==> config.mk <==
export PLATFORM = sky130hd
export DESIGN_NAME = line_scan_track_edge_detector
export DESIGN_NICKNAME = d
export VERILOG_FILES = /design/src/hw/rtl/lsted_pkg.sv /design/src/hw/rtl/lsted_core.sv /design/src/hw/rtl/line_scan_track_edge_detector.sv
export SDC_FILE = /design/constraint.sdc
export NUM_CORES = 1
export LEC_CHECK = 0
export BUFFER_PORTS_ARGS = -buffer_cell sky130_fd_sc_hd__clkbuf_2
export CAP_MARGIN = 25
export CORE_AREA = 2 2 92 94
export DETAILED_ROUTE_END_ITERATION = 8
export DIE_AREA = 0 0 94 96
export PLACE_DENSITY = 0.9
export REMOVE_ABC_BUFFERS = 1
export SLEW_MARGIN = 20
export SYNTH_ARGS = -nofsm -noshare
export SYNTH_HDL_FRONTEND = slang
export SYNTH_HIERARCHICAL = 1
export SYNTH_SLANG_ARGS = --single-unit
==> constraint.sdc <==
create_clock -name clk -period 8.15 [get_ports clk]
set_clock_uncertainty 0.15 [all_clocks]
set_input_delay 2.445 -clock clk [delete_from_list [all_inputs] [get_ports clk]]
set_output_delay 2.445 -clock clk [all_outputs]
set_load 0.01 [all_outputs]
==> src/hw/rtl/lsted_pkg.sv <==
// Shared types and constants for the line-scan track edge detector.
// Used by lsted_core and line_scan_track_edge_detector; no dependencies.
package lsted_pkg;

  localparam int PIX_W   = 12;
  localparam int RUN_W   = 4;
  localparam int IDX_W   = 7;
  localparam int CFG_W   = 12;
  localparam int CIDX_W  = 2;

  localparam logic [PIX_W-1:0] BLACK_THRESHOLD_RST = 12'd1000;
  localparam logic [RUN_W-1:0] RUN_LENGTH_RST      = 4'd3;
  localparam logic [IDX_W-1:0] IMAGE_MIDDLE_RST    = 7'd64;

  typedef enum logic [1:0] {
    STEER_STRAIGHT = 2'd0,
    STEER_LEFT     = 2'd1,
    STEER_RIGHT    = 2'd2,
    STEER_NONE     = 2'd3
  } steer_t;

  typedef enum logic [CIDX_W-1:0] {
    CFG_BLACK_THRESHOLD = 2'd0,
    CFG_RUN_LENGTH      = 2'd1,
    CFG_IMAGE_MIDDLE    = 2'd2
  } cfg_idx_t;

  typedef struct packed {
    logic [PIX_W-1:0] black_threshold;
    logic [RUN_W-1:0] run_length;
    logic [IDX_W-1:0] image_middle;
  } cfg_t;

  typedef struct packed {
    logic [IDX_W-1:0] left_edge;
    logic [IDX_W-1:0] right_edge;
    logic             found;
    logic [IDX_W-1:0] track_center;
    steer_t           steer;
  } res_t;

endpackage

==> src/hw/rtl/lsted_core.sv <==
// Per-line edge search state and end-of-line result computation.
// Depends on lsted_pkg for config and result types.
module lsted_core import lsted_pkg::*; #(
  parameter int MAX_PIXELS = 128
) (
  input  logic             clk,
  input  logic             rst_n,
  input  logic             step_en,
  input  logic [PIX_W-1:0] pixel,
  input  logic             last,
  input  cfg_t             cfg,
  output res_t             res
);

  localparam int CapInt = (MAX_PIXELS - 1 > 127) ? 127 : MAX_PIXELS - 1;
  localparam logic [IDX_W-1:0] IDX_CAP = IDX_W'(CapInt);

  logic [IDX_W-1:0] idx_r, idx_nxt;
  logic [RUN_W-1:0] cnt_r, cnt_nxt;
  logic [IDX_W-1:0] fe_r, fe_nxt;
  logic             fe_v_r, fe_v_nxt;
  logic [IDX_W-1:0] se_r, se_nxt;
  logic             se_v_r, se_v_nxt;

  logic [RUN_W-1:0] rl;
  logic [RUN_W-1:0] cnt_inc;
  logic [IDX_W:0]   idx_p1;
  logic [IDX_W:0]   start_full;
  logic [IDX_W-1:0] start;
  logic [IDX_W:0]   sum;

  always_comb begin
    rl         = (cfg.run_length == '0) ? RUN_W'(1) : cfg.run_length;
    cnt_inc    = (cnt_r == '1) ? cnt_r : cnt_r + RUN_W'(1);
    idx_p1     = {1'b0, idx_r} + (IDX_W+1)'(1);
    start_full = idx_p1 - (IDX_W+1)'(rl);
    // clamp a run that would start before the line (saturated index)
    start      = (idx_p1 >= (IDX_W+1)'(rl)) ? start_full[IDX_W-1:0] : '0;

    cnt_nxt  = cnt_r;
    fe_nxt   = fe_r;
    fe_v_nxt = fe_v_r;
    se_nxt   = se_r;
    se_v_nxt = se_v_r;
    if (!se_v_r) begin
      if (pixel < cfg.black_threshold) begin
        cnt_nxt = cnt_inc;
        if (cnt_inc >= rl) begin
          if (!fe_v_r) begin
            fe_nxt   = start;
            fe_v_nxt = 1'b1;
          end else begin
            se_nxt   = start;
            se_v_nxt = 1'b1;
          end
          cnt_nxt = '0;
        end
      end else begin
        cnt_nxt = '0;
      end
    end
    idx_nxt = (idx_r < IDX_CAP) ? idx_r + IDX_W'(1) : idx_r;

    res.found      = fe_v_nxt & se_v_nxt;
    res.left_edge  = res.found ? fe_nxt : '0;
    res.right_edge = res.found ? se_nxt : '0;
    sum            = {1'b0, res.left_edge} + {1'b0, res.right_edge};
    res.track_center = sum[IDX_W:1];
    if (!res.found) begin
      res.steer = STEER_NONE;
    end else if (res.track_center > cfg.image_middle) begin
      res.steer = STEER_LEFT;
    end else if (res.track_center < cfg.image_middle) begin
      res.steer = STEER_RIGHT;
    end else begin
      res.steer = STEER_STRAIGHT;
    end
  end

  always_ff @(posedge clk) begin
    if (!rst_n || (step_en && last)) begin
      // start a fresh line
      idx_r  <= '0;
      cnt_r  <= '0;
      fe_r   <= '0;
      fe_v_r <= 1'b0;
      se_r   <= '0;
      se_v_r <= 1'b0;
    end else if (step_en) begin
      idx_r  <= idx_nxt;
      cnt_r  <= cnt_nxt;
      fe_r   <= fe_nxt;
      fe_v_r <= fe_v_nxt;
      se_r   <= se_nxt;
      se_v_r <= se_v_nxt;
    end
  end

endmodule

==> src/hw/rtl/line_scan_track_edge_detector.sv <==
// A pixel word marked last passes from the input register into the output register, which drives out_valid.
// Throughput: one pixel word per cycle; only a word marked last waits in the
// input register, and stalls the input, while the previous result is held by out_stall.
// Reset (rst_n low, synchronous): line state cleared, registers back to
// threshold 1000, run length 3, image middle 64; no clearing pass.
// Depends on lsted_pkg and lsted_core.
module line_scan_track_edge_detector import lsted_pkg::*; #(
  parameter int MAX_PIXELS = 128
) (
  input  logic              clk,
  input  logic              rst_n,
  input  logic              cfg_we,
  input  logic [CIDX_W-1:0] cfg_index,
  input  logic [CFG_W-1:0]  cfg_wdata,
  input  logic              in_valid,
  output logic              in_stall,
  input  logic [PIX_W-1:0]  in_pixel,
  input  logic              in_last_pixel,
  output logic              out_valid,
  input  logic              out_stall,
  output logic [IDX_W-1:0]  out_left_edge,
  output logic [IDX_W-1:0]  out_right_edge,
  output logic              out_found,
  output logic [IDX_W-1:0]  out_track_center,
  output logic [1:0]        out_steer
);

  cfg_t             cfg_r;
  logic             s1_valid_r;
  logic [PIX_W-1:0] s1_pixel_r;
  logic             s1_last_r;
  logic             s1_adv;
  logic             in_take;
  logic             out_valid_r;
  res_t             out_res_r;
  res_t             res;

  always_ff @(posedge clk) begin
    if (!rst_n) begin
      cfg_r.black_threshold <= BLACK_THRESHOLD_RST;
      cfg_r.run_length      <= RUN_LENGTH_RST;
      cfg_r.image_middle    <= IMAGE_MIDDLE_RST;
    end else if (cfg_we) begin
      case (cfg_idx_t'(cfg_index))
        CFG_BLACK_THRESHOLD: cfg_r.black_threshold <= cfg_wdata[PIX_W-1:0];
        CFG_RUN_LENGTH:      cfg_r.run_length      <= cfg_wdata[RUN_W-1:0];
        CFG_IMAGE_MIDDLE:    cfg_r.image_middle    <= cfg_wdata[IDX_W-1:0];
        default: ;
      endcase
    end
  end

  // advance the input register unless a result would land on a held one
  assign s1_adv   = s1_valid_r & (~s1_last_r | ~out_valid_r | ~out_stall);
  assign in_stall = s1_valid_r & ~s1_adv;
  assign in_take  = in_valid & ~in_stall;

  always_ff @(posedge clk) begin
    if (!rst_n) begin
      s1_valid_r <= 1'b0;
    end else if (in_take || s1_adv) begin
      s1_valid_r <= in_take;
    end
  end

  always_ff @(posedge clk) begin
    if (in_take) begin
      s1_pixel_r <= in_pixel;
      s1_last_r  <= in_last_pixel;
    end
  end

  lsted_core #(
    .MAX_PIXELS(MAX_PIXELS)
  ) u_core (
    .clk    (clk),
    .rst_n  (rst_n),
    .step_en(s1_adv),
    .pixel  (s1_pixel_r),
    .last   (s1_last_r),
    .cfg    (cfg_r),
    .res    (res)
  );

  always_ff @(posedge clk) begin
    if (!rst_n) begin
      out_valid_r <= 1'b0;
    end else if (s1_adv && s1_last_r) begin
      out_valid_r <= 1'b1;
    end else if (!out_stall) begin
      out_valid_r <= 1'b0;
    end
  end

  always_ff @(posedge clk) begin
    if (s1_adv && s1_last_r) begin
      out_res_r <= res;
    end
  end

  assign out_valid        = out_valid_r;
  assign out_left_edge    = out_res_r.left_edge;
  assign out_right_edge   = out_res_r.right_edge;
  assign out_found        = out_res_r.found;
  assign out_track_center = out_res_r.track_center;
  assign out_steer        = out_res_r.steer;

endmodule
Yosys cells after proc, flatten, opt, wreduce, memory -nomap -nowiden. Cells that the tools add are included.

Bits in registers: 89. Input bits: 32. Logic and storage cells: 85. Output and inout port bits: 26.

Bitwise gates (word level): 13. Add/subtract/negate cells: 5. Equality and inequality tests: 4. Reductions and logical operators: 12. Multiplexer cells: 26. Order comparisons: 6.

Operator list (count): 7-bit two-way mux (11); 4-bit two-way mux (4); 12-bit less-than comparator (1); 2-bit AND reduction (5); 1-bit two-way mux (9); 7-bit by 1-bit adder with 8-bit output, second input constant (1); 7-bit by 7-bit adder with 8-bit output (1); 8-bit by 4-bit greater-or-equal comparator with 1-bit output (1); 7-bit by 1-bit adder with 7-bit output, second input constant (1); 7-bit greater-than comparator (1); 7-bit less-than comparator (1); 7-bit less-than comparator, second input constant (1); 1-bit NOT (7); 7-bit by 4-bit subtractor with 7-bit output (1); 4-bit by 1-bit adder with 4-bit output, second input constant (1); 1-bit bitwise AND (4); 4-bit == test, second input constant (1); 4-bit greater-or-equal comparator (1); 4-bit zero test (1); 2-bit two-way mux (2); 2-bit by 1-bit == test with 1-bit output, second input constant (1); 2-bit == test, second input constant (1); 2-bit zero test (1); 1-bit logical OR (2); 5 further kinds (6).

Logic depth before layout (Yosys ltp). Gate-level depths: netlist of the first run.

Depth in word-level cells: 13. Gate-level depth with buffers: 28. Depth with buffers taken out: 27.

By module. The synthesis of the first run kept the hierarchy.

By module, submodules not included: lsted_core (cells an instance 304, times used 1, seq. area each 540.5 µm², area an instance 2477.4 µm²); line_scan_track_edge_detector (cells an instance 145, times used 1, seq. area each 1611.5 µm², area an instance 2178.3 µm²).

Least setup slack after synthesis of the first run. Ideal clock, no wire load.

Path type: register -> register. From: register u_core.cnt_r[0]. To: register out_res_r (netlist bit out_steer[0]), data pin. Path slack: 2.643 ns. Library setup time: 0.271 ns. Path buffers: 1. Period minus slack after synthesis: 5.507 ns. Required time: 7.729 ns. Cell stages (with the launch flop): 27. Data arrival time: 5.086 ns. Cells stage by stage: dfxtp_1 > ha_1 > nand3_1 > mux2_2 > ha_1 > a21o_1 > maj3_2 > a21oi_2 > nor2_1 > o21ai_2 > inv_1 > clkbuf_1 > and2_1 > ha_1 > nand3_1 > nor2_1 > a21oi_1 > or3b_1 > xor2_1 > ha_1 > o21a_1 > o21a_1 > o21a_1 > o21ai_0 > nand2b_1 > a21oi_1 > o21ai_0.

RTL lines: from (decl) (line lsted_core.sv:19) `logic [RUN_W-1:0] cnt_r, cnt_nxt;`; from (signal assigned) (line lsted_core.sv:91) `cnt_r <= cnt_nxt;`; to (signal assigned) (line line_scan_track_edge_detector.sv:97) `out_res_r <= res;`; to (decl) (line line_scan_track_edge_detector.sv:35) `res_t out_res_r;`.

==> metrics.md, run 1 <==
| Metric | Value |
|---|---|
| Reg2Reg Depth | `25` |
| Grt total ovfl | `0` |
| Cells after DPL | `a little under 600` |
| Total power | `857 uW` |
| Post-route clock period utilization | `75.3%` |
| Total GRT Usage | `21.9%` |
| Wire length per cell | `around 15 um` |
| Core area | `8050 um^2` |
| Clock sink count | `89` |
| Multi-input logic area | `2260 um^2` |
| RSZ-0062 raised after global routing | `false` |
| Clk slew on worst S/H paths | `0.09 ns` |
| Initial Utilization | `slightly below 60%` |
| CP required | `8.09 ns` |
| Cell taking the most area after synthesis | `edfxtp_1` |
| Syn. warnings | `6` |
| Post-route ant nets | `0` |
| Routed WL | `8910 um` |
| Fin util | `approximately 64%` |
| Crit path max-delay cell type | `dfxtp_1` |
| Synth Cell Area | `4660 um^2` |
| Power Density | `166 nW/um^2` |
| Cts repair resizes | `0` |
| Layout fillers | `approximately 640` |
| Flops & latches, synth | `89` |
| Synthesized area per cell | `10.4 um^2` |
| Post-Layout Cell Count | `between 600 and 700` |
| Skew-Pair Late Insertion Delay | `0.36 ns` |
| Max-slew headroom | `39.8%` |
| Setup CP Type | `reg -> reg` |
| Crit-path max FO | `11` |
| Largest net degree at the start of global routing | `36` |
| Post-CTS Setup Repair Bufs | `0` |
| Worst r2r dst | `out_steer[0]` |
| Final hold violations | `0` |
| Reg-to-reg slack, setup | `between 2 and 2.5 ns` |
| Final instance area | `5160 um^2` |
| Top cell type's share of synthesized area | `23.9%` |
| Core Rows | `33` |
| Worst setup margin | `2.01 ns` |
| Share of cells above drive strength 1 | `18.6%` |
| DRC viols | `0` |
| Status | `completed` |
| Worst Tran Pin Value | `0.901 ns` |
| Hold Slack | `0.313 ns` |
| DR pass1 iterations | `4` |
| Placed standard-cell area | `around 5000 um^2` |
| Post-Route Setup TNS | `0 ns` |
| Die ar. | `around 9000 um^2` |
| GP Congestion | `between 0.8 and 0.9` |
| Port bufs | `57` |
| Worst Path Arrival | `between 6 and 7 ns` |
| Htree depth | `3` |
| Die W | `94 um` |
| Sequential-to-total area share from yosys stat | `46.2%` |
| I/O pins | `58` |
| Max-Cap Viols | `0` |
| ANT cells | `0` |
| Number of synthesized flops with an enable pin | `37` |
| Global-route wire length before repair | `15500 um` |
| DR vias | `between 3000 and 4000` |
| Hold-fix buffers, CTS | `0` |
| Worst VDD drop | `0.122 mV` |
| Initial antenna violation count | `0` |
| Reg area | `2150 um^2` |
| Place WS | `2.13 ns` |
| CTS Buf Count | `9` |
| Max clock buf depth | `2` |
| Mapped Cells | `449` |
| Slew Viols, Final | `0` |
| FFs w/ async S/R, synth | `0%` |
| Clock tree from TritonCTS | `built` |
| Clock Tree Root | `clkbuf_8` |
| Crit path launch type | `flop` |
| Critical Path End | `out_steer[0]` |
| Tmin final | `just over 6 ns` |
| DP HPWL | `roughly 6600 um` |
| CP peak stage delay | `a little over 0.4 ns` |
| FF-to-FF Start | `u_core/cnt_r[0]` |
| Top cell by count, worst path | `ha_1` |
| Worst hold-check path type | `reg -> reg` |
| Vias in the first global route | `3542` |
| Area Growth Syn to Fin | `10.7%` |
| Leakage | `2.18 nW` |
| Crit. Startpoint | `u_core/cnt_r[0]` |
| Largest cells by area after synthesis | `edfxtp_1 (24%), dfxtp_1 (22%), ha_1 (8.6%)` |
| Synth cell types | `59` |
| Fmax | `163 MHz` |
| Top_reg_cell synth | `dfxtp_1` |
| DR iter-0 viols | `213` |
| Vias/cell | `5.55` |
| CP Capture Type | `flop` |
| Setup-failing EPs final | `0` |
| Die height | `96 um` |
| Layout Nets | `567` |
==> cell usage after synthesis, drive strengths merged (2+ instances only) <==
master / number
a31oi: 2
nand3b: 3
nor4: 2
xnor2: 12
nand2: 41
clkbuf: 9
nand4b: 2
nor3: 6
o21a: 5
maj3: 2
or2: 2
buf: 9
nand2b: 7
o21ai: 14
o211ai: 8
ha: 32
nand4bb: 5
a21o: 4
xor2: 9
a22oi: 3
inv: 38
mux2i: 30
nor2: 42
a21boi: 2
fa: 2
or3: 4
edfxtp: 37
and2: 6
a211oi: 8
nand3: 10
a21oi: 16
dfxtp: 52
nand4: 4
nor2b: 10
==> critical path, delay by kind of cell (launching register included) <==
family | cells | cell delay, ns
simple gates | 7 | 1.23
compound gates | 10 | 1.81
mux | 1 | 0.34
buf+inv | 1 | 0.23
flops | 1 | 0.41
fa+ha+maj | 5 | 1.48
xor+xnor | 1 | 0.21
==> layout make-up <==
cell class	instances	share of cell area, %
Timing Repair Buffer	59	5.82
Tap cell	105	2.55
Inverter	38	2.77
Multi-Input combinational cell	304	43.8
Clock buffer	9	2.40
Sequential cell	89	41.7
Clock inverter	7	0.898
==> cells by family (layout without fill, tap and decap cells) <==
| group | after synthesis | after routing | share of synthesized area, % |
|---|---|---|---|
| compound gates | 67 | 67 | 10.1 |
| xor+xnor | 21 | 21 | 4.27 |
| fa+ha+maj | 36 | 36 | 9.92 |
| buf+inv | 56 | 113 | 5.37 |
| flops | 89 | 89 | 46.2 |
| mux | 31 | 31 | 6.69 |
| simple gates | 149 | 149 | 17.4 |
==> worst min path at each step <==
stage,start,end,slack (ns),cells after the start
global placement,cfg_r[15],cfg_r[15],0.29,2
floorplan,cfg_r[11],cfg_r[11],0.28,2
finish,cfg_r[10],cfg_r[10],0.31,2
CTS,cfg_r[10],cfg_r[10],0.31,2
detailed placement,cfg_r[10],cfg_r[10],0.30,2
global route,cfg_r[13],cfg_r[13],0.34,2
==> routing by layer <==
layer	vias to the layer above	global-route usage (%)	share of wire, %
met3	16	4.78	4.1
li1	1674	-	-
met5	-	0	0
met4	0	8.21	1.9
met1	1622	24.8	43
met2	81	40.4	51
==> registers in the layout, summed over array words and instances (netlist names) <==
register / cells
cfg_r: 23
s1_pixel_r: 12
out_left_edge: 7
out_right_edge: 7
out_track_center: 7
u_core/fe_r: 7
u_core/idx_r: 7
u_core/se_r: 7
u_core/cnt_r: 4
out_steer: 2
out_found: 1
out_valid: 1
s1_last_r: 1
s1_valid_r: 1
u_core/fe_v_r: 1
u_core/se_v_r: 1
==> layout by cell type, fill, tap and decap left out, drive strengths merged, types with 3 or more instances in the layout <==
| cell type | count |
|---|---|
| xnor2 | 12 |
| nor2 | 42 |
| o21ai | 14 |
| a21o | 4 |
| a21oi | 16 |
| nand2 | 41 |
| inv | 39 |
| xor2 | 9 |
| and2 | 6 |
| o211ai | 8 |
| nand3 | 10 |
| ha | 32 |
| edfxtp | 37 |
| o21a | 5 |
| nor2b | 10 |
| nand4 | 4 |
| mux2i | 30 |
| dfxtp | 52 |
| nand4bb | 5 |
| nand2b | 7 |
| a22oi | 3 |
| or3 | 4 |
| nor3 | 6 |
| clkbuf | 66 |
| a211oi | 8 |
| clkinv | 4 |
| nand3b | 3 |
==> power breakdown <==
part	switching (mW)	leakage, nW	internal, mW
sequential	0.00786	0.764	0.477
clock	0.160	0.0830	0.110
combinational	0.0599	1.33	0.0411
Note: power is estimated with default switching activity, not from simulation.
==> inputs of run 2 (changes only) <==
ABC_AREA = 1   (was not set)
CORE_AREA = 2 2 98 100   (was 2 2 92 94)
DIE_AREA = 0 0 100 102   (was 0 0 94 96)
PLACE_DENSITY = 0.85   (was 0.9)
clock period = 4.9 ns   (was 8.15 ns; I/O delays follow)
==> run 2 against run 1 <==
  * Power is 87% higher
  * First-iteration DRC count fell by 6.6%
  * Register-to-register slack worse by 1.8 ns
  * Maximum frequency grew 30%
  * Count of clock-buffer cells in the layout stayed put
  * Highest routed layer unchanged
  * Sequential power is 69% higher
  * Combinational power increased by 130%
  * Cell count rose by 23%
  * Utilization fell by 4.2 points
  * Critical endpoint unchanged
  * Worst setup slack worse by 1.8 ns
==> metrics.md, run 2 <==
| Metric | Value |
|---|---|
| Status | `completed` |
| Worst Tran Pin Value | `0.911 ns (+0.00984 ns)` |
| Most frequent cells in the layout | `nand2_1 (126), inv_1 (84), clkbuf_2 (57), dfxtp_1 (47), a21oi_1 (44)` |
| FFs w/ async S/R, synth | `0% (unchanged)` |
| Top cell type's share of synthesized area | `23.6% (-0.29 points)` |
| List of most frequent post-synthesis cells | `nand2_1 (127), inv_1 (84), dfxtp_1 (52)` |
| Port bufs | `57 (unchanged)` |
| Worst VDD drop | `0.177 mV (+44%)` |
| Worst r2r dst | `out_steer[0]` |
| Core area | `9110 um^2 (+13%)` |
| Die ar. | `10200 um^2 (+13%)` |
| Max-Cap Viols | `0 (unchanged)` |
| Leakage | `2.58 nW (+19%)` |
| DP HPWL | `7340 um (+12%)` |
| Largest reg by FF count | `cfg_r` |
| Min-Delay Path Depth | `2 (unchanged)` |
| Synthesized area per cell | `8.17 um^2 (-21%)` |
| Largest net degree at the start of global routing | `37 (+2.8%)` |
| I/O pins | `58 (unchanged)` |
| Wire length per cell | `13.9 um (-4.8%)` |
| ANT cells | `0 (unchanged)` |
| Clock tree from TritonCTS | `built` |
| DR pass1 iterations | `5 (+1)` |
| Synth cell types | `38 (-36%)` |
| Synth Cell Area | `4710 um^2 (+1.2%)` |
| Clock Tree Root | `clkbuf_8` |
| Layout Nets | `703 (+24%)` |
| Worst Path Arrival | `4.68 ns (-1.40 ns)` |
| Area Growth Syn to Fin | `15.7%` |
| Grt total ovfl | `0 (unchanged)` |
| Reg2Reg Depth | `25 (unchanged)` |
| Vias/cell | `5.38 (-3.1%)` |
| Worst hold-check path type | `reg -> reg` |
| Max reg flops | `23 (unchanged)` |
| Fmax | `212 MHz (+30%)` |
| Setup CP Type | `reg -> reg` |
| Routed WL | `10500 um (+17%)` |
| DR vias | `4050 (+19%)` |
| Reg-to-reg slack, setup | `0.17 ns (-1.83 ns)` |
| Power Density | `294 nW/um^2 (+77%)` |
| Largest registers | `cfg_r (23), s1_pixel_r (12)` |
| Post-route ant nets | `0 (unchanged)` |
| Sequential-to-total area share from yosys stat | `45.7% (-0.55 points)` |
| Layout fillers | `763 (+19%)` |
| Largest cells by area after synthesis | `edfxtp_1 (24%), dfxtp_1 (22%), nand2_1 (10%)` |
| Flops & latches, synth | `89 (unchanged)` |
| Worst setup margin | `0.175 ns (-1.83 ns)` |
| CP required | `4.86 ns (-3.23 ns)` |
| Die W | `100 um (+6.4%)` |
| Crit-path max FO | `6 (-5)` |
| Commonest non-fill, non-tap cell in the layout | `nand2_1` |
| Global-route wire length before repair | `16900 um (+8.6%)` |
| Hold Slack | `0.318 ns (+0.00533 ns)` |
| Clk slew on worst S/H paths | `0.09 ns (about the same)` |
| Most frequent cell after synthesis | `nand2_1` |
| DR iter-0 viols | `199 (-6.6%)` |
| Cell taking the most area after synthesis | `edfxtp_1` |
| Post-Route Setup TNS | `0 ns (unchanged)` |
| Slew Viols, Final | `0 (unchanged)` |
| Initial antenna violation count | `0 (unchanged)` |
| GP Congestion | `0.838 (+2.5%)` |
| Initial Utilization | `51.7% (-6.1 points)` |
| Max-slew headroom | `39.2% (-0.58 points)` |
| CTS Buf Count | `9 (unchanged)` |
| Tmin final | `4.73 ns (-1.42 ns)` |
| Crit path launch type | `flop` |
| Final hold violations | `0 (unchanged)` |
| Die height | `102 um (+6.3%)` |
| Skew-Pair Late Insertion Delay | `0.36 ns (about the same)` |
| Cells after DPL | `730 (+23%)` |
| Post-Layout Cell Count | `753 (+23%)` |
| Htree depth | `3 (unchanged)` |
| Share of cells above drive strength 1 | `20.7% (+2.1 points)` |
| FF-to-FF Start | `u_core/cnt_r[1]` |
| Hold_sp | `cfg_r[18]` |
| Number of synthesized flops with an enable pin | `37 (unchanged)` |
| Hold Path End | `cfg_r[18]` |
| Syn. warnings | `6 (unchanged)` |
| Setup-failing EPs final | `0 (unchanged)` |
| Total GRT Usage | `20.6% (-1.3 points)` |
| Hold-fix buffers, CTS | `0 (unchanged)` |
| Mapped Cells | `577 (+29%)` |
| DRC viols | `0 (unchanged)` |
| Top_reg_cell synth | `dfxtp_1` |
| Max clock buf depth | `2 (unchanged)` |
| Place WS | `-0.0601 ns (-2.19 ns)` |
| Post-route clock period utilization | `96.4% (+21 points)` |
| Core Rows | `35 (+6.1%)` |
| CP Capture Type | `flop` |
| Clock sink count | `89 (unchanged)` |
| Vias in the first global route | `3879 (+9.5%)` |
[run 2: changes by cell type after synthesis, moves of 25 or more]
cell / change
inv_1: +46
o21ai_0: +25
a21oi_1: +32
mux2i_1: -28
nand3_1: +27
nand2_1: +87
[run 2: where the power goes]
| part | leakage [nW] | switching [mW] | internal (mW) |
|---|---|---|---|
| Clock | 0.107 | 0.265 | 0.287 |
| Sequential | 0.788 | 0.0192 | 0.800 |
| Combinational | 1.69 | 0.150 | 0.0821 |
| Total | 2.58 | 0.434 | 1.17 |
[run 2: metrics by stage]
step	area, um^2	utilization, %	power (mW)
2_1_floorplan	4620	-	0.978
3_3_place_gp	5060	55.5	1.03
3_5_place_dp	5060	55.5	1.05
4_1_cts	5280	58.0	1.59
5_1_grt	5450	59.9	1.68
6_report	5450	59.9	1.60
[run 2: cell families (layout without fill, tap and decap cells)]
group                      after synthesis  count (layout)  share of synthesized area, %
AOI/OAI and AO/OA                       91              91                          10.2
buffers and inverters                  104             168                          8.90
and+or+nand+nor                        247             248                          23.6
DFF                                     89              89                          45.7
adders and majority gates               34              34                          9.35
muxes                                    3               3                         0.664
xor gates and xnor gates                 9               9                          1.67
[run 2: area by class of cell]
type                    instances  area [um^2]  area share (%)
multi-input cells             385         2260            41.4
flip-flops and latches         89         2170            39.7
clock inverters                 7         93.8            1.72
clock buffers                   9          124            2.27
repair buffers                 65          345            6.33
well taps                     111          139            2.55
inverters                      87          327            5.99
[run 2: worst max-delay path, cell delays in order (launching register included)]
cell and delay (ns):
dfxtp_1 0.36, ha_4 0.19, nand3_4 0.11, mux2_2 0.37, ha_1 0.30, a21oi_1 0.18
nand2_1 0.08, nand2_2 0.08, nand2_4 0.07, nand2_2 0.13, nor2_4 0.08, buf_4 0.15
o21ai_1 0.20, nor2_2 0.10, ha_4 0.25, a21oi_2 0.19, o21ai_2 0.09, a21o_1 0.18
a21oi_2 0.18, xnor2_2 0.11, ha_1 0.33, a21oi_1 0.15, o21ai_0 0.09, a21o_1 0.18
o31ai_1 0.07, nand2_1 0.09
[run 2: worst max path at each step]
stage	startpoint	endpoint	slack [ns]	cells after the start
6_report	u_core/cnt_r[1]	out_steer[0]	0.17	25
5_1_grt	cfg_r[9]	out_steer[0]	-0.03	27
2_1_floorplan	u_core/cnt_r[0]	out_steer[0]	0.48	24
3_3_place_gp	u_core/cnt_r[0]	out_steer[0]	0.18	24
3_5_place_dp	cfg_r[8]	out_steer[0]	-0.06	27
4_1_cts	cfg_r[9]	out_steer[0]	0.03	27
[run 2: repair_timing]
item / 4_1_cts / 5_1_grt
pin swaps: 0 / 9
resized for setup: 3 / 31
setup endpoints to repair: 1 / 2
gates cloned: 0 / 1
hold endpoints to repair: 0 / 0
setup buffers: 0 / 6
[run 2: routing by layer]
| layer | track usage, % | wire [um] |
|---|---|---|
| met5 | 0 | 0 |
| met4 | 8.01 | 211 |
| met3 | 4.04 | 536 |
| met2 | 37.8 | 5360 |
| met1 | 23.8 | 4340 |
